[src/rtl/hfr_pkg.sv]
// Shared types, constants and the CRC step of the HDLC frame receiver.
package hfr_pkg;

  localparam int unsigned BufBytesDef = 1024;
  localparam int unsigned HdrBytes    = 14;
  localparam int unsigned PrefixDepth = 12;
  localparam int unsigned FifoDepth   = 4;
  localparam int unsigned MinFrame    = 7;

  localparam logic [7:0]  FlagByte    = 8'h7E;
  localparam logic [7:0]  LlcDestByte = 8'hE6;
  localparam logic [7:0]  CtrlSnrm    = 8'h93;
  localparam logic [7:0]  CtrlDisc    = 8'h53;
  localparam logic [7:0]  CtrlUi      = 8'h13;
  localparam logic [15:0] CrcPoly     = 16'h8408;
  localparam logic [15:0] CrcInit     = 16'hFFFF;
  localparam logic [15:0] CrcResidue  = 16'hF0B8;
  localparam logic [3:0]  FormatType  = 4'hA;

  typedef enum logic [2:0] {
    FT_I       = 3'd0,
    FT_SUPER   = 3'd1,
    FT_SNRM    = 3'd2,
    FT_DISC    = 3'd3,
    FT_UI      = 3'd4,
    FT_UNKNOWN = 3'd5
  } ftype_e;

  typedef enum logic {
    KIND_FRAME = 1'b0,
    KIND_READ  = 1'b1
  } kind_e;

  typedef logic [HdrBytes-1:0][7:0]     hdr_t;
  typedef logic [PrefixDepth-1:0][15:0] prefix_t;

  typedef struct packed {
    kind_e       result_kind;
    ftype_e      frame_type;
    logic [14:0] dst_addr;
    logic [6:0]  src_addr;
    logic [7:0]  control;
    logic [2:0]  tx_seq;
    logic [2:0]  rx_seq;
    logic        segmented;
    logic [9:0]  frame_length;
    logic [9:0]  info_start;
    logic [9:0]  info_length;
    logic [7:0]  read_data;
  } result_t;

  // Close event handed from intake to the checker.
  typedef struct packed {
    logic        valid;
    logic [10:0] count;
    logic        crc_ok;
  } close_t;

  function automatic logic [15:0] crc_byte(logic [15:0] crc, logic [7:0] b);
    logic [15:0] c;
    c = crc ^ {8'h00, b};
    for (int i = 0; i < 8; i++) begin
      c = c[0] ? ((c >> 1) ^ CrcPoly) : (c >> 1);
    end
    return c;
  endfunction

endpackage

[src/rtl/hfr_fifo.sv]
// Result queue between the intake side and the output port.
module hfr_fifo (
  input  logic             clk_i,
  input  logic             rst_ni,
  input  logic             push_i,
  input  hfr_pkg::result_t push_data_i,
  input  logic             pop_i,
  output logic             valid_o,
  output hfr_pkg::result_t data_o,
  output logic [$clog2(hfr_pkg::FifoDepth+1)-1:0] count_o
);

  localparam int unsigned PW = $clog2(hfr_pkg::FifoDepth);
  localparam int unsigned NW = $clog2(hfr_pkg::FifoDepth + 1);

  hfr_pkg::result_t mem_q [hfr_pkg::FifoDepth];
  logic [PW-1:0] wr_q, rd_q;
  logic [NW-1:0] cnt_q;
  logic          do_pop;

  assign do_pop = pop_i && (cnt_q != '0);

  always_ff @(posedge clk_i or negedge rst_ni) begin
    if (!rst_ni) begin
      wr_q  <= '0;
      rd_q  <= '0;
      cnt_q <= '0;
    end else begin
      if (push_i) begin
        wr_q <= wr_q + PW'(1);
      end
      if (do_pop) begin
        rd_q <= rd_q + PW'(1);
      end
      cnt_q <= cnt_q + NW'(push_i) - NW'(do_pop);
    end
  end

  always_ff @(posedge clk_i) begin
    if (push_i) begin
      mem_q[wr_q] <= push_data_i;
    end
  end

  assign valid_o = (cnt_q != '0);
  assign data_o  = mem_q[rd_q];
  assign count_o = cnt_q;

endmodule

[config.mk]
export PLATFORM = sky130hd
export DESIGN_NAME = hfr_fifo
export DESIGN_NICKNAME = d
export VERILOG_FILES = /design/src/rtl/hfr_pkg.sv /design/src/rtl/hfr_fifo.sv
export SDC_FILE = /design/constraint.sdc
export NUM_CORES = 1
export LEC_CHECK = 0
export BUFFER_PORTS_ARGS = -buffer_cell sky130_fd_sc_hd__buf_2
export CELL_PAD_IN_SITES_DETAIL_PLACEMENT = 2
export CELL_PAD_IN_SITES_GLOBAL_PLACEMENT = 2
export CORE_MARGIN = 2
export CORE_UTILIZATION = 35
export DETAILED_ROUTE_END_ITERATION = 8
export PLACE_DENSITY_LB_ADDON = 0.1
export SYNTH_ARGS = -nofsm -noshare
export SYNTH_HDL_FRONTEND = slang
export SYNTH_SLANG_ARGS = --single-unit
[constraint.sdc]
create_clock -name clk_i -period 3.8 [get_ports clk_i]
set_input_delay 0.95 -clock clk_i [delete_from_list [all_inputs] [get_ports clk_i]]
set_output_delay 0.95 -clock clk_i [all_outputs]
set_load 0.005 [all_outputs]
### Word level (Yosys, flattened, before mapping)

Memory sizes are Yosys's and may differ from the RTL's.
Index checks and enable logic that the tools add are counted.

* add/sub/neg operators: 4
* mux-type cells: 2
* reductions and logical operators: 2

Operators with widths (count)
* 2-bit by 1-bit adder with 2-bit output, second input constant: 2
* 3-bit by 1-bit adder with 3-bit output: 1
* 3-bit nonzero test: 1
* 3-bit by 1-bit subtractor with 3-bit output: 1
* 1-bit 2-to-1 mux: 2
* 1-bit logical AND: 1

* register bits after elaboration: 7
* RAM bits: 316
* input port bits: 83
* output and inout bits: 83
* word-level logic and storage cells: 12
* memories: 1

Memory list
* mem_q: words 4, bits a word 79, read ports 1, clocked after memory_dff 0, write ports 1, RTL line hfr_fifo.sv:16 `hfr_pkg::result_t mem_q [hfr_pkg::FifoDepth];`

### Depth between registers and ports, before layout

* depth in word-level cells: 3
* gate-level depth with buffers: 7
* gate-level depth less buffers: 7

### Worst setup path before layout

Ideal clock, no wire load.

* path kind: input -> register
* from: in push_i
* to: mem mem_q[0][0] in the netlist's numbering (enable)
* library setup time: 0.446 ns
* arrival time: 2.791 ns
* required time: 3.354 ns
* path slack: 0.563 ns
* stages: 1
* path buffers: 0
* path through: and2_1

* cells in the longest elaborated chain, start to end: 2

RTL lines
* from (decl): RTL line hfr_fifo.sv:5 `input logic push_i,`
* 1-bit 2-to-1 mux: RTL line hfr_fifo.sv:40 `if (push_i) begin`
* 1-bit 2-to-1 mux (not written as such): RTL line hfr_fifo.sv:41 `mem_q[wr_q] <= push_data_i;`
* to (decl): RTL line hfr_fifo.sv:16

Every way passes these cells.

==> out/metrics.csv <==
stage,metric,value,unit
critical_path,endpoint_kind,output pin,
sta,clock.fmax,0.308,GHz
sta,setup_viol,0,
hold_path,worstHoldPathType,in2async,
global_routing,grt_pass1_vias,6304,
yosys,synth-seq-cells,323,
power_and_ir_drop,power.total,10.9,mW
die,die_h,188,um
die,fp.coreArea,33400,um^2
routing,firstDrtPassIters,4,
critical_path,path_depth,3,
power_and_ir_drop,peakVddDrop,0.302,mV
layout,nets,733,
sta,fin_crit,3.24,ns
die,rows,67,
sta,hold_violations,0,
layout,utilization,0.427,
yosys,ys_top_cells_by_area,"edfxtp_1 (80%), mux4_2 (15%), dfrtp_1 (1.5%), buf_12 (1.3%), ha_1 (0.63%)",
yosys,synth_mux_area_frac,0.150,
clocking,postCtsResizedCells,0,
clocking,cts_buffers,36,
critical_path,worstPathCellList,buf_12 -> mux4_2 -> buf_2,
routing,totalWireLength,25.8,mm
critical_path,cp_max_fo,37,
sta,finalCritPeriodShare,0.853,
clocking,post-cts-setup-buffer-count,0,
routing,post_drt_via_cell_ratio,4.74,
global_routing,grt_pass1_wl,39.3,mm
clocking,root_buffer,clkbuf_16,
die,die-width,188,um
routing,avgRoutedWirePerCell,23.1,um
place,hpwl,16.1,mm
critical_path,reg2regPathDepth,7,
critical_path,cp.required,2.85,ns
yosys,synth_top_cell_area_share,0.799,
routing,postRouteAntennaNets,0,
critical_path,critPathTopFamily,flip-flops,
routing,drt_iter0_markers,282,
critical_path,crit_buf_inv,2,
routing,post-route-drc-count,0,
sta,final.setup.tns,0,ns
layout,drive_above_1_share,0.455,
yosys,syn-num-nets,537,
clocking,cts.path.max_buffers,3,
die,start_util,0.355,
yosys,yosysSeqAreaShare,0.814,
power_and_ir_drop,power_per_cell_area,765,nW/um^2
yosys,synthCells,447,
clocking,holdBufCountCts,0,
yosys,synth_top_family_by_area,multiplexers,
outcome,outcome,finished clean,
yosys,synth_compound_area_frac,0.00190,
job,cap_violations,0,
global_routing,track_usage,0.149,
clocking,clkSinkCount,323,
sta,max_slew_margin,0.610,
yosys,synth_fa_ha_area_frac,0.00801,
yosys,netlist_area,11900,um^2
sta,tightest_slew,0.584,ns
global_routing,grt_max_degree,52,
clocking,clk_latency,0.50,ns
global_routing,grt_overflow,0,
layout,areaGrowthSynthToFinish,20.1,%
sta,drv_slew,0,
yosys,synth_top_area_cell,edfxtp_1,
critical_path,cp_slowest_cell,dfrtp_4,
clocking,clkTransAtPathRegs,0.06,ns
critical_path,path_class,reg2out,
yosys,synthSimpleGateAreaFrac,0.00295,
clocking,htree_levels,2,
yosys,synthXorXnorAreaFrac,0.00369,
critical_path,r2r_slack,1.69,ns
die,io_pins,166,
place,port_buffers,165,
place,place_congestion,0.698,
yosys,ys_warn_count,0,
critical_path,arrival,2.29,ns
yosys,syn_area_per_cell,26.6,um^2
power_and_ir_drop,p_leak,4.85,nW
sta,fin_skew,0.00818,ns
die,die_area,35400,um^2
critical_path,startpoint_type,flop,
routing,dr_total_vias,5299,
yosys,synth_cell_types,18,
clocking,cts_tree,built,
global_routing,antenna_found_initial,3,
sta,rsz0062_at_grt,no,
critical_path,max_stage_delay,0.67,ns
## cells in the final DEF, fill, tap and decap left out, drive strengths merged
| master | n |
|---|---|
| o31a | 1 |
| xnor2 | 3 |
| ha | 6 |
| or3 | 1 |
| mux4 | 79 |
| o21ai | 1 |
| nand2 | 1 |
| o311ai | 1 |
| clkinv | 17 |
| and2 | 4 |
| dfrtp | 7 |
| buf | 176 |
| fa | 1 |
| inv | 6 |
| xor2 | 2 |
| diode | 1 |
| clkbuf | 46 |
| edfxtp | 316 |
## through the flow
step	cell area [um^2]	setup slack (ns)	std cells	hold slack, ns
2_1_floorplan	11900	0.563	447	0.494
3_3_place_gp	13200	0.999	1053	0.509
3_5_place_dp	13200	1.02	1053	0.530
4_1_cts	14300	0.473	1116	0.264
5_1_grt	14300	0.415	1116	0.280
6_report	14300	0.558	1117	0.295
## worst reg2reg max path, delay by kind of cell, from the launching register on
kind	cells	cell delay (ns)
adders and majority gates	3	0.88
DFF	1	0.42
AOI/OAI and AO/OA	1	0.36
xor gates and xnor gates	2	0.33
buffers and inverters	1	0.04
## area by class of cell
type	count	area [um^2]
clock buffer	46	960
multi-input combinational	100	1990
inverter	6	22.5
timing repair buffer	176	996
clock inverter	17	71.3
sequential	323	9670
fill	3079	19200
antenna	1	2.50
tap	448	561
## Yosys cell counts
cell      count
and2_1        4
buf_12        8
buf_2         8
buf_6         1
clkbuf_1      1
dfrtp_1       7
edfxtp_1    316
fa_1          1
ha_1          6
inv_1         6
mux4_2       79
nand2_1       1
o21ai_0       1
o311ai_0      1
o31a_1        1
or3_1         1
xnor2_1       3
xor2_1        2
## where the power goes
group	leakage, nW	internal, mW	switching [mW]
sequential	2.98	4.67	0.301
combinational	1.36	1.45	1.44
clock	0.507	1.77	1.28
## flip-flops by register name, indices dropped and copies added, names as in the netlist
| register | cells |
|---|---|
| mem_q | 316 |
| count_o | 3 |
| rd_q | 2 |
| wr_q | 2 |
## cells by family (layout without fill, tap and decap cells)
| kind of cell | count (synthesis) | after routing |
|---|---|---|
| other cells | 0 | 1 |
| buf+inv | 24 | 245 |
| flops | 323 | 323 |
| xor+xnor | 5 | 5 |
| mux | 79 | 79 |
| compound gates | 3 | 3 |
| simple gates | 6 | 6 |
| fa+ha+maj | 7 | 7 |
## routing by layer
metal	up-vias	part of all wire	track usage
li1	2314	-	-
met1	2820	0.39	0.177
met2	129	0.54	0.271
met3	32	0.053	0.0371
met4	4	0.014	0.0369
met5	-	0.00070	0
## worst paths after layout
| check | startpoint | end |
|---|---|---|
| worst max-delay path | rd_q[0]$_DFFE_PN0P_ | data_o[34] |
| worst min-delay path | rst_ni | count_o[2]$_DFF_PN0_ |
| worst max register to register | count_o[1]$_DFF_PN0_ | count_o[2]$_DFF_PN0_ |
| worst min register to register | wr_q[0]$_DFFE_PN0P_ | wr_q[0]$_DFFE_PN0P_ |
| max in group asynchronous | rst_ni | rd_q[0]$_DFFE_PN0P_ |
| min in group clk_i | wr_q[0]$_DFFE_PN0P_ | wr_q[0]$_DFFE_PN0P_ |
Power figures use the tool's default switching activity.
