### config.mk
export PLATFORM = sky130hd
export DESIGN_NAME = hfr_check
export DESIGN_NICKNAME = d
export VERILOG_FILES = /design/src/rtl/hfr_pkg.sv /design/src/rtl/hfr_check.sv
export SDC_FILE = /design/constraint.sdc
export NUM_CORES = 1
export LEC_CHECK = 0
export ABC_AREA = 1
export BUFFER_PORTS_ARGS = -buffer_cell sky130_fd_sc_hd__buf_2
export CAP_MARGIN = 15
export CORE_AREA = 2 2 156 158
export DETAILED_ROUTE_END_ITERATION = 8
export DIE_AREA = 0 0 158 160
export GPL_TIMING_DRIVEN = 0
export PLACE_DENSITY = 0.75
export REMOVE_ABC_BUFFERS = 1
export SLEW_MARGIN = 10
export SYNTH_ARGS = -nofsm -noshare
export SYNTH_HDL_FRONTEND = slang
export SYNTH_SLANG_ARGS = --single-unit
### constraint.sdc
create_clock -name vclk -period 17.52
set_clock_uncertainty 0.05 [all_clocks]
set_input_delay 0.876 -clock vclk [all_inputs]
set_output_delay 0.876 -clock vclk [all_outputs]
set_load 0.01 [all_outputs]
### src/rtl/hfr_pkg.sv
// Shared types, constants and the CRC step of the HDLC frame receiver.
package hfr_pkg;

  localparam int unsigned BufBytesDef = 1024;
  localparam int unsigned HdrBytes    = 14;
  localparam int unsigned PrefixDepth = 12;
  localparam int unsigned FifoDepth   = 4;
  localparam int unsigned MinFrame    = 7;

  localparam logic [7:0]  FlagByte    = 8'h7E;
  localparam logic [7:0]  LlcDestByte = 8'hE6;
  localparam logic [7:0]  CtrlSnrm    = 8'h93;
  localparam logic [7:0]  CtrlDisc    = 8'h53;
  localparam logic [7:0]  CtrlUi      = 8'h13;
  localparam logic [15:0] CrcPoly     = 16'h8408;
  localparam logic [15:0] CrcInit     = 16'hFFFF;
  localparam logic [15:0] CrcResidue  = 16'hF0B8;
  localparam logic [3:0]  FormatType  = 4'hA;

  typedef enum logic [2:0] {
    FT_I       = 3'd0,
    FT_SUPER   = 3'd1,
    FT_SNRM    = 3'd2,
    FT_DISC    = 3'd3,
    FT_UI      = 3'd4,
    FT_UNKNOWN = 3'd5
  } ftype_e;

  typedef enum logic {
    KIND_FRAME = 1'b0,
    KIND_READ  = 1'b1
  } kind_e;

  typedef logic [HdrBytes-1:0][7:0]     hdr_t;
  typedef logic [PrefixDepth-1:0][15:0] prefix_t;

  typedef struct packed {
    kind_e       result_kind;
    ftype_e      frame_type;
    logic [14:0] dst_addr;
    logic [6:0]  src_addr;
    logic [7:0]  control;
    logic [2:0]  tx_seq;
    logic [2:0]  rx_seq;
    logic        segmented;
    logic [9:0]  frame_length;
    logic [9:0]  info_start;
    logic [9:0]  info_length;
    logic [7:0]  read_data;
  } result_t;

  // Close event handed from intake to the checker.
  typedef struct packed {
    logic        valid;
    logic [10:0] count;
    logic        crc_ok;
  } close_t;

  function automatic logic [15:0] crc_byte(logic [15:0] crc, logic [7:0] b);
    logic [15:0] c;
    c = crc ^ {8'h00, b};
    for (int i = 0; i < 8; i++) begin
      c = c[0] ? ((c >> 1) ^ CrcPoly) : (c >> 1);
    end
    return c;
  endfunction

endpackage

### src/rtl/hfr_check.sv
// Close-of-frame checker: format, addresses, HCS, class and payload span.
module hfr_check (
  input  hfr_pkg::close_t  close_i,
  input  hfr_pkg::hdr_t    hdr_i,
  input  hfr_pkg::prefix_t prefix_i,
  output logic             pass_o,
  output hfr_pkg::result_t report_o
);

  typedef struct packed {
    logic [2:0]  len;
    logic [14:0] val;
  } addr_t;

  function automatic addr_t decode_at(hfr_pkg::hdr_t h, logic [3:0] p, logic [10:0] n);
    addr_t       r;
    logic [10:0] avail;
    r     = '0;
    avail = (n > {7'd0, p}) ? (n - {7'd0, p}) : 11'd0;
    if (avail >= 11'd1) begin
      if (h[p][0]) begin
        r.len = 3'd1;
        r.val = {8'd0, h[p][7:1]};
      end else if (avail >= 11'd2 && h[4'(p + 4'd1)][0]) begin
        r.len = 3'd2;
        r.val = {h[p][7:1], 1'b0, h[4'(p + 4'd1)][7:1]};
      end else if (avail >= 11'd4 && h[4'(p + 4'd3)][0]) begin
        r.len = 3'd4;
        r.val = {h[p][7:1], 1'b0, h[4'(p + 4'd3)][7:1]};
      end
    end
    return r;
  endfunction

  logic [10:0] n;
  logic [15:0] format;
  addr_t       dst, src;
  logic [3:0]  src_pos, off, off2;
  logic [7:0]  ctrl;
  logic        with_info;
  logic [15:0] hcs_rx, hcs_calc;
  logic [10:0] rem;
  hfr_pkg::ftype_e ftype;
  logic [2:0]  ns, nr;
  logic [10:0] istart, ilen;
  logic        ok;

  always_comb begin
    n        = close_i.count;
    format   = {hdr_i[0], hdr_i[1]};
    ok       = (n >= 11'(hfr_pkg::MinFrame)) && close_i.crc_ok &&
               (format[15:12] == hfr_pkg::FormatType) && (format[10:0] == n);
    dst      = decode_at(hdr_i, 4'd2, n);
    src_pos  = 4'd2 + {1'b0, dst.len};
    src      = decode_at(hdr_i, src_pos, n);
    off      = src_pos + {1'b0, src.len};
    if (dst.len == 3'd0 || src.len == 3'd0 || {7'd0, off} >= n) begin
      ok = 1'b0;
    end
    ctrl      = (off < 4'(hfr_pkg::HdrBytes)) ? hdr_i[off] : 8'h00;
    with_info = n > ({7'd0, off} + 11'd5);
    hcs_rx    = {hdr_i[4'(off + 4'd2)], hdr_i[4'(off + 4'd1)]};
    hcs_calc  = (off < 4'(hfr_pkg::PrefixDepth)) ? ~prefix_i[off] : 16'h0000;
    if (with_info && hcs_rx != hcs_calc) begin
      ok = 1'b0;
    end
    off2 = with_info ? 4'(off + 4'd3) : 4'(off + 4'd1);

    ns = 3'd0;
    nr = 3'd0;
    if (!ctrl[0]) begin
      ftype = hfr_pkg::FT_I;
      ns    = ctrl[3:1];
      nr    = ctrl[7:5];
    end else if (!ctrl[1]) begin
      ftype = hfr_pkg::FT_SUPER;
      nr    = ctrl[7:5];
    end else if (ctrl == hfr_pkg::CtrlSnrm) begin
      ftype = hfr_pkg::FT_SNRM;
    end else if (ctrl == hfr_pkg::CtrlDisc) begin
      ftype = hfr_pkg::FT_DISC;
    end else if (ctrl == hfr_pkg::CtrlUi) begin
      ftype = hfr_pkg::FT_UI;
    end else begin
      ftype = hfr_pkg::FT_UNKNOWN;
    end

    rem    = n - {7'd0, off2} - 11'd2;
    istart = '0;
    ilen   = '0;
    if (with_info && (ftype == hfr_pkg::FT_I || ftype == hfr_pkg::FT_UI)) begin
      // skip the LLC header when present
      if (rem >= 11'd3 && hdr_i[off2] == hfr_pkg::LlcDestByte) begin
        istart = {7'd0, off2} + 11'd3;
        ilen   = rem - 11'd3;
      end else begin
        istart = {7'd0, off2};
        ilen   = rem;
      end
    end

    report_o              = '0;
    report_o.result_kind  = hfr_pkg::KIND_FRAME;
    report_o.frame_type   = ftype;
    report_o.dst_addr     = dst.val;
    report_o.src_addr     = src.val[6:0];
    report_o.control      = ctrl;
    report_o.tx_seq       = ns;
    report_o.rx_seq       = nr;
    report_o.segmented    = format[11];
    report_o.frame_length = format[9:0];
    report_o.info_start   = istart[9:0];
    report_o.info_length  = ilen[9:0];
    pass_o = close_i.valid && ok;
  end

endmodule

Yosys cells after proc, flatten, opt, wreduce, memory -nomap -nowiden. Cells that the tools add are included.

Register bits after elaboration: 0. Input port bits: 317. Output and inout bits: 80. Logic and storage cells: 104.

Add/sub/neg operators: 14. Magnitude comparators: 21. Eq/ne operators: 8. Multiplexer cells: 43. Bitwise operators: 1. Reduce and logical (&&, ||, !) cells: 17.

Operators by type and width (number): $bmux 8 s4 (7); $mux 18 (8); $bmux 16 s4 (1); $mux 8 (8); $lt 4x5->1 const B (7); $ge 11x2->1 const B (3); $ge 11x3->1 const B (3); $mux 16 (2); $ge 11x1->1 const B (2); $mux 11 (2); $sub 11x2->11 const B (2); $sub 11x4->11 (2); $mux 3 (7); $mux 10 (2); $eq 8x8->1 const B (2); $ne 16x16->1 (1); $not 16->16 (1); $add 4x2->4 const B (3); $eq 11x11->1 (1); $ge 4x11->1 (1); $gt 11x2->1 const B (1); $gt 11x4->1 (1); $gt 11x5->1 (1); $logic_and 1x1->1 (11); 16 further kinds (25).

Longest topological paths before layout. Gate-level depths: netlist of the first run.

Depth after elaboration: 31. Mapped depth: 71. Gate-level depth less buffers: 67.

Least setup slack after synthesis of the first run. Ideal clock, no wire load.

Path kind: input -> output. From: input close_i[2] (netlist name). To: output report_o[12] (netlist name). Arrival: 10.469 ns. Path slack: 6.125 ns. Stages: 64. Path buffers: 9. Cells stage by stage: inv_2 > ha_1 > nand2_2 > nor2_2 > nand3_1 > nand2_1 > nor2_1 > nand3_2 > nand2_2 > nand2_1 > nand2_1 > inv_2 > nand2_1 > inv_2 > clkbuf_1 > ha_1 > inv_1 > clkbuf_1 > (+28 left out) > inv_1 > ha_1 > inv_1 > ha_1 > a21oi_1 > and2_1 > nor2_1 > nor3_1 > xor2_1 > nand2_1 > nor3_1 > nand4_1 > nand2_2 > inv_2 > buf_4 > nand2_1 > o21ai_0 > nor2_2.

RTL lines: start, declared (RTL line hfr_check.sv:3) `input hfr_pkg::close_t close_i,`; end, declared (RTL line hfr_check.sv:7) `output hfr_pkg::result_t report_o`.

==> flow_summary.json, run 1 <==
{
  "run_status": "complete, no violations",
  "drtIter0Drc": 2271,
  "syn_to_final_growth_pct": 16.4,
  "dp_hpwl_um": 42800,
  "syn_avg_cell_area_um2": 4.99,
  "multi_input_area_um2": 9010,
  "synthTopCellsByCount": "nand2_1, o21ai_0, inv_1",
  "clkbuf_count": 0,
  "synth_top_area_cell": "nand2_1",
  "grt_max_degree": 135,
  "cp.arrival_ns": 16.05,
  "die_w_um": 158,
  "synth_top_area_share_pct": 18.5,
  "fin_crit_ns": 16.97,
  "grt_use_total_pct": 41.1,
  "regArea_um2": 0,
  "powerDensity_nw_per_um2": 108,
  "gr-total-overflow": 0,
  "ir_drop_mv": 0.109,
  "worst_path_most_repeated_cell": "nand2_1",
  "seq_area_frac_synth_pct": 0,
  "yosysMostFrequentCell": "nand2_1",
  "ant_nets": 0,
  "slew_headroom_pct": 15.0,
  "endpoint_kind": "primary output",
  "core_um2": 23800,
  "synthTopCellsByArea": "nand2_1, o21ai_0, nand3_1",
  "crit_path_top_delay_cell": "ha_1",
  "syn_inst": 2131,
  "drv_slew": 0,
  "num_rows": 57,
  "ys_types": 60,
  "start_util_pct": 44.7,
  "wl_per_cell_um": 20.6,
  "worstSetupStartpointType": "input port",
  "antennaDiodeCount": 0,
  "power.leakage_uw": 0.00637,
  "via_count": 16400,
  "min_from": "hdr_i[1]",
  "fmax_mhz": 58.9,
  "max_stage_delay_ns": 1.01,
  "tightestPinTransition_ns": 1.27,
  "rsz0062_at_grt": "false",
  "finalSetupViolations": 0,
  "drc": 0,
  "routed_wl_um": 55300,
  "stdcell_count": 2689,
  "dieArea_um2": 25300,
  "hold_path_class": "in -> out",
  "place_inst": 2688,
  "p_total_uw": 1340,
  "io_pins": 397,
  "grt_antenna_before_repair": 0,
  "critical_path.max_fanout": 97,
  "design.seq.count": 0,
  "io_buffers": 382,
  "fillers": 2665,
  "min_path_cells": 2,
  "grt_pass1_vias": 14100,
  "required_ns": 16.59,
  "final.period_utilization_pct": 96.9,
  "cts_hold_buf": 0,
  "grt_first_pass_wirelength_um": 81300,
  "drtPass1Iterations": 7,
  "synth_warnings": 0,
  "synth_area_um2": 10600,
  "gp_congestion": 1.02,
  "postLayoutCoreUtil_pct": 52.0,
  "die_h_um": 160,
  "crit_type": "in -> out",
  "post-cts-setup-buffers": 0,
  "vias_per_cell": 6.09,
  "max_cap_viol_count": 0,
  "fin_nets": 2724,
  "finalHoldViolations": 0,
  "crit_start": "close_i[2]",
  "min_to": "report_o[37]",
  "cts_resized": 0,
  "drive_gt1_share_pct": 20.0
}
worst max path at each step:
stage / cells past startpoint / end / slack, ns
global placement: 57 / report_o[19] / -10.84
global route: 58 / report_o[19] / 0.11
detailed placement: 58 / report_o[11] / 1.04
CTS: 58 / report_o[11] / 0.97
finish: 59 / report_o[13] / 0.55
floorplan: 59 / report_o[13] / -1.48
area by class of cell:
cell class | instances | area share (%)
repair buffers | 389 | 16.7
multi-input cells | 1736 | 72.7
inverters | 240 | 7.33
well taps | 324 | 3.27
placed cells by master, fill, tap and decap left out, types with 9 or more instances in the layout:
cell type and count:
o221ai_1 12, a32o_1 9, a211oi_1 10, buf_2 382, xor2_1 18, nand4_1 15, nor2_1 208, nor2_2 14
nand2_1 525, inv_1 218, conb_1 15, o22ai_1 47, a21oi_1 85, nand3_1 192, a32oi_1 13, nand2_2 23
nor3_1 31, inv_2 18, o21ai_0 317, o31ai_1 9, ha_1 35, nor4_1 12, o211ai_1 39
per-layer routing:
layer / GRT usage (%) / vias to the layer above / share of wire [%]
met5: 0 / - / 0
met4: 17.5 / 0 / 5.5
met3: 7.30 / 181 / 12
met2: 62.2 / 1136 / 43
met1: 56.9 / 7391 / 40
li1: - / 7663 / -
metrics by stage:
stage                     setup TNS [ns]  cell area [µm²]  setup WS [ns]  hold WS (ns)
after floorplan                   -20.81             9870          -1.48          1.70
after global placement           -219.56            12200         -10.84          1.90
after detailed placement               0            12400           1.04          1.90
after CTS                              0            12400          0.969          1.90
after global routing                   0            12400          0.109          1.91
final                                  0            12400          0.548          1.90
logic make-up after synthesis:
group	share of synthesized area, %
xor+xnor	2.23
buf+inv	16.2
other cells	0.0352
mux	0.0940
fa+ha+maj	4.91
compound gates	33.1
simple gates	43.4
power breakdown:
part	internal, µW	switching [µW]	leakage [µW]
Combinational	430	910	0.00637
Clock	0	0	0
Sequential	0	0	0
Total	430	910	0.00637
critical path, delay by kind of cell:
family / cells / cell delay [ns]
xor gates and xnor gates: 1 / 0.25
and+or+nand+nor: 26 / 3.21
buffers and inverters: 16 / 3.92
adders and majority gates: 10 / 5.08
AOI/OAI and AO/OA: 6 / 2.65
No activity file was read; power rests on OpenSTA's default activity.
==> run 2, diff against run 1 <==
--- a/config.mk
+++ b/config.mk
@@ -8,11 +8,11 @@
 export ABC_AREA = 1
 export BUFFER_PORTS_ARGS = -buffer_cell sky130_fd_sc_hd__buf_2
 export CAP_MARGIN = 15
-export CORE_AREA = 2 2 156 158
+export CORE_AREA = 2 2 154 156
 export DETAILED_ROUTE_END_ITERATION = 8
-export DIE_AREA = 0 0 158 160
+export DIE_AREA = 0 0 156 158
 export GPL_TIMING_DRIVEN = 0
-export PLACE_DENSITY = 0.75
+export PLACE_DENSITY_LB_ADDON = 0.08
 export REMOVE_ABC_BUFFERS = 1
 export SLEW_MARGIN = 10
 export SYNTH_ARGS = -nofsm -noshare
==> constraint.sdc (replaced) <==
create_clock -name vclk -period 18.1
set_clock_uncertainty 0.05 [all_clocks]
set_input_delay 0.905 -clock vclk [all_inputs]
set_output_delay 0.905 -clock vclk [all_outputs]
set_load 0.01 [all_outputs]
==> run 2 against run 1 <==
  * Utilization increased by 1.5 points
  * Worst setup slack improved by 0.46 ns
  * Worst hold slack improved by 0.057 ns
  * Die area decreased by 2.5%
  * Largest cell class unchanged
==> flow_summary.json, run 2 (same netlist as run 1, synthesis figures left out) <==
{
  "run_status": "complete, no violations",
  "required_ns": 17.15,
  "num_rows": 56,
  "io_pins": 397,
  "drc": 0,
  "tightestPinTransition_ns": 1.25,
  "power.leakage_uw": 0.00637,
  "io_buffers": 382,
  "use_met2_pct": 65.5,
  "grt_first_pass_wirelength_um": 79300,
  "design.seq.count": 0,
  "p_total_uw": 1300,
  "grt_max_degree": 135,
  "cts_resized": 0,
  "grt_use_total_pct": 41.3,
  "fin_crit_ns": 17.09,
  "dp_hpwl_um": 42100,
  "hold_path_class": "in -> out",
  "place_inst": 2653,
  "syn_to_final_growth_pct": 15.9,
  "start_util_pct": 46.2,
  "core_um2": 23100,
  "crit_path_top_delay_cell": "ha_1",
  "fmax_mhz": 58.5,
  "clkbuf_count": 0,
  "final_cell_mix": "nand2_1, buf_2, o21ai_0",
  "place_ws_ns": 1.75,
  "cp.arrival_ns": 16.14,
  "final_common_cell": "nand2_1",
  "gr-usage-met1_pct": 54.3,
  "fin_nets": 2723,
  "post-cts-setup-buffers": 0,
  "top_usage_layer": "met2",
  "slew_headroom_pct": 16.8,
  "met3_usage_pct": 7.20,
  "worstSetupStartpointType": "input port",
  "powerDensity_nw_per_um2": 106,
  "finalHoldViolations": 0,
  "cts_hold_buf": 0,
  "via_count": 16400,
  "stdcell_count": 2654,
  "antennaDiodeCount": 0,
  "worst_path_most_repeated_cell": "nand2_1",
  "crit_type": "in -> out",
  "regArea_um2": 0,
  "final.period_utilization_pct": 94.4,
  "critical_path.max_fanout": 46,
  "grt_antenna_before_repair": 0,
  "finalSetupViolations": 0,
  "drv_slew": 0,
  "fin_ws_ns": 1.01,
  "die_w_um": 156,
  "ir_drop_mv": 0.0695,
  "gr-total-overflow": 0,
  "rsz0062_at_grt": "false",
  "max_stage_delay_ns": 1.30,
  "grt_pass1_vias": 13900,
  "vias_per_cell": 6.16,
  "gp_congestion": 1.05,
  "dieArea_um2": 24600,
  "max_cap_viol_count": 0,
  "ant_nets": 0,
  "routed_wl_um": 54500,
  "die_h_um": 158,
  "wl_per_cell_um": 20.5,
  "drtIter0Drc": 2069,
  "drive_gt1_share_pct": 20.0,
  "drtPass1Iterations": 6,
  "endpoint_kind": "primary output"
}
-- run 2: layout make-up --
cell class / instances / area [µm²]
tap: 290 / 363
inverter: 240 / 908
timing repair buffer: 388 / 2060
multi-input combinational: 1736 / 9010
fill: 2667 / 10700
-- run 2: layer usage --
layer,part of all wire [%],routed length (µm)
met5,0,0
met4,5.8,3150
met3,12,6640
met2,44,23900
met1,38,20800
-- run 2: metrics by stage --
step | utilization [%] | hold slack [ns] | setup TNS (ns) | instance area, µm²
floorplan | - | 1.76 | -12.98 | 9870
global placement | 52.7 | 1.96 | -201.42 | 12100
detailed placement | 53.4 | 1.96 | 0 | 12300
CTS | 53.4 | 1.96 | 0 | 12300
global route | 53.5 | 1.97 | 0 | 12300
finish | 53.5 | 1.96 | 0 | 12300
-- run 2: path summary, 6_finish.rpt --
check                       to  startpoint  slack (ns)  depth (start not counted)
hold / removal    report_o[36]    hdr_i[0]        1.96                          2
setup / recovery  report_o[13]  close_i[2]        1.01                         61
-- run 2: worst max-delay path, delay by kind of cell --
family                     cells  cell delay [ns]
AOI/OAI and AO/OA              8             2.46
and+or+nand+nor               28             3.69
adders and majority gates      9             5.31
xor gates and xnor gates       1             0.28
buffers and inverters         15             3.40
-- run 2: report_power, final --
part	total, µW	internal (µW)	switching, µW
registers	0	0	0
clock network	0	0	0
logic	1300	414	889
total	1300	414	889
==> run 3, diff against run 2 <==
--- a/config.mk
+++ b/config.mk
@@ -6,6 +6,7 @@
 export NUM_CORES = 1
 export LEC_CHECK = 0
 export ABC_AREA = 1
+export ABC_CLOCK_PERIOD_IN_PS = 18100
 export BUFFER_PORTS_ARGS = -buffer_cell sky130_fd_sc_hd__buf_2
 export CAP_MARGIN = 15
 export CORE_AREA = 2 2 154 156
@@ -13,6 +14,7 @@
 export DIE_AREA = 0 0 156 158
 export GPL_TIMING_DRIVEN = 0
 export PLACE_DENSITY_LB_ADDON = 0.08
+export RECOVER_POWER = 25
 export REMOVE_ABC_BUFFERS = 1
 export SLEW_MARGIN = 10
 export SYNTH_ARGS = -nofsm -noshare
==> run 3 against run 2 <==
  * Via count down 0.27%
  * Sequential cell count unchanged
  * Worst setup slack worse by 0.091 ns
  * Largest power group unchanged
  * Highest routed layer unchanged
==> flow_summary.json, run 3 (same netlist as run 1, synthesis figures left out) <==
{
  "place_ws_ns": 1.75,
  "routed.top_layer": "met4",
  "max_cap_viol_count": 0,
  "io_buffers": 382,
  "gr-total-overflow": 0,
  "combPwrFrac_pct": 100.0,
  "wl_per_cell_um": 20.6,
  "wl_met1_um": 21000,
  "gp_congestion": 1.05,
  "drv_slew": 0,
  "worstSetupStartpointType": "input port",
  "powerDensity_nw_per_um2": 106,
  "finalSetupViolations": 0,
  "drc": 0,
  "dieArea_um2": 24600,
  "required_ns": 17.15,
  "seq_power_share_pct": 0,
  "fmax_mhz": 58.2,
  "die_h_um": 158,
  "fin_ws_ns": 0.916,
  "die_w_um": 156,
  "fillers": 2673,
  "io_pins": 397,
  "wl_met2_um": 23900,
  "worst_path_most_repeated_cell": "nand2_1",
  "syn_to_final_growth_pct": 15.8,
  "drive_gt1_share_pct": 19.5,
  "design.seq.count": 0,
  "grt_first_pass_wirelength_um": 79300,
  "crit_type": "in -> out",
  "slew_headroom_pct": 16.4,
  "fin_crit_ns": 17.18,
  "critical_path.max_fanout": 46,
  "regArea_um2": 0,
  "max_stage_delay_ns": 1.31,
  "final_cell_mix": "nand2_1, buf_2, o21ai_0",
  "p_int_uw": 413,
  "cts_resized": 0,
  "grt_use_total_pct": 41.3,
  "hold_ws_ns": 1.98,
  "cp.arrival_ns": 16.23,
  "ant_nets": 0,
  "hold_path_class": "in -> out",
  "power.share.clock_pct": 0,
  "rsz0062_at_grt": "false",
  "p_sw_uw": 892,
  "drtPass1Iterations": 6,
  "dr_wl_met3_um": 6580,
  "drtIter0Drc": 2012,
  "finalHoldViolations": 0,
  "post-cts-setup-buffers": 0,
  "final_common_cell": "nand2_1",
  "grt_pass1_vias": 13900,
  "run_status": "complete, no violations",
  "stdcell_count": 2654,
  "tns_ns": 0,
  "final.period_utilization_pct": 94.9,
  "cts_hold_buf": 0,
  "place_inst": 2653,
  "ir_drop_mv": 0.0701,
  "grt_max_degree": 135,
  "tightestPinTransition_ns": 1.25,
  "start_util_pct": 46.2,
  "clkbuf_count": 0,
  "p_total_uw": 1300,
  "power.leakage_uw": 0.00634,
  "core_um2": 23100,
  "routed_wl_um": 54700,
  "dp_hpwl_um": 42100,
  "num_rows": 56,
  "switching_share_pct": 68.3,
  "antennaDiodeCount": 0,
  "endpoint_kind": "primary output",
  "via_count": 16300,
  "vias_per_cell": 6.15,
  "crit_path_top_delay_cell": "ha_1",
  "fin_nets": 2723,
  "grt_antenna_before_repair": 0
}
[run 3: cell types whose count changed in the layout (fill, tap and decap cells not counted), sizes merged]
cell and delta:
clkbuf +12, buf -12
[run 3: through the flow]
| step | cell area, µm² | utilization, % |
|---|---|---|
| after floorplan | 9870 | - |
| after global routing | 12300 | 53.5 |
| final | 12300 | 53.5 |
| after detailed placement | 12300 | 53.4 |
| after CTS | 12300 | 53.4 |
| after global placement | 12100 | 52.7 |
[run 3: layout make-up]
class | instances | area [µm²] | share of cell area, %
timing repair buffer | 388 | 2050 | 16.6
tap | 290 | 363 | 2.94
inverter | 240 | 908 | 7.37
multi-input combinational | 1736 | 9010 | 73.1
[run 3: final timing paths]
| path | start | end | slack, ns | cells after the start |
|---|---|---|---|---|
| worst max-delay path | close_i[2] | report_o[13] | 0.92 | 61 |
| worst min-delay path | hdr_i[0] | report_o[36] | 1.98 | 2 |
[run 3: worst max-delay path, delay by kind of cell]
kind / cells / cell delay [ns]
AOI/OAI and AO/OA: 8 / 2.43
buffers and inverters: 15 / 3.45
and+or+nand+nor: 28 / 3.70
adders and majority gates: 9 / 5.37
xor gates and xnor gates: 1 / 0.27
[run 3: power groups by stage]
stage | Sequential, µW | Clock [µW] | Combinational, µW
2_1_floorplan | 0 | 0 | 832
3_3_place_gp | 0 | 0 | 1250
3_5_place_dp | 0 | 0 | 1250
4_1_cts | 0 | 0 | 1260
5_1_grt | 0 | 0 | 1410
6_report | 0 | 0 | 1300
[run 3: routing by layer]
metal,up-vias,track usage (%)
met3,177,7.20
met4,0,19.7
met5,-,0
li1,7658,-
met2,1112,65.5
met1,7363,54.3
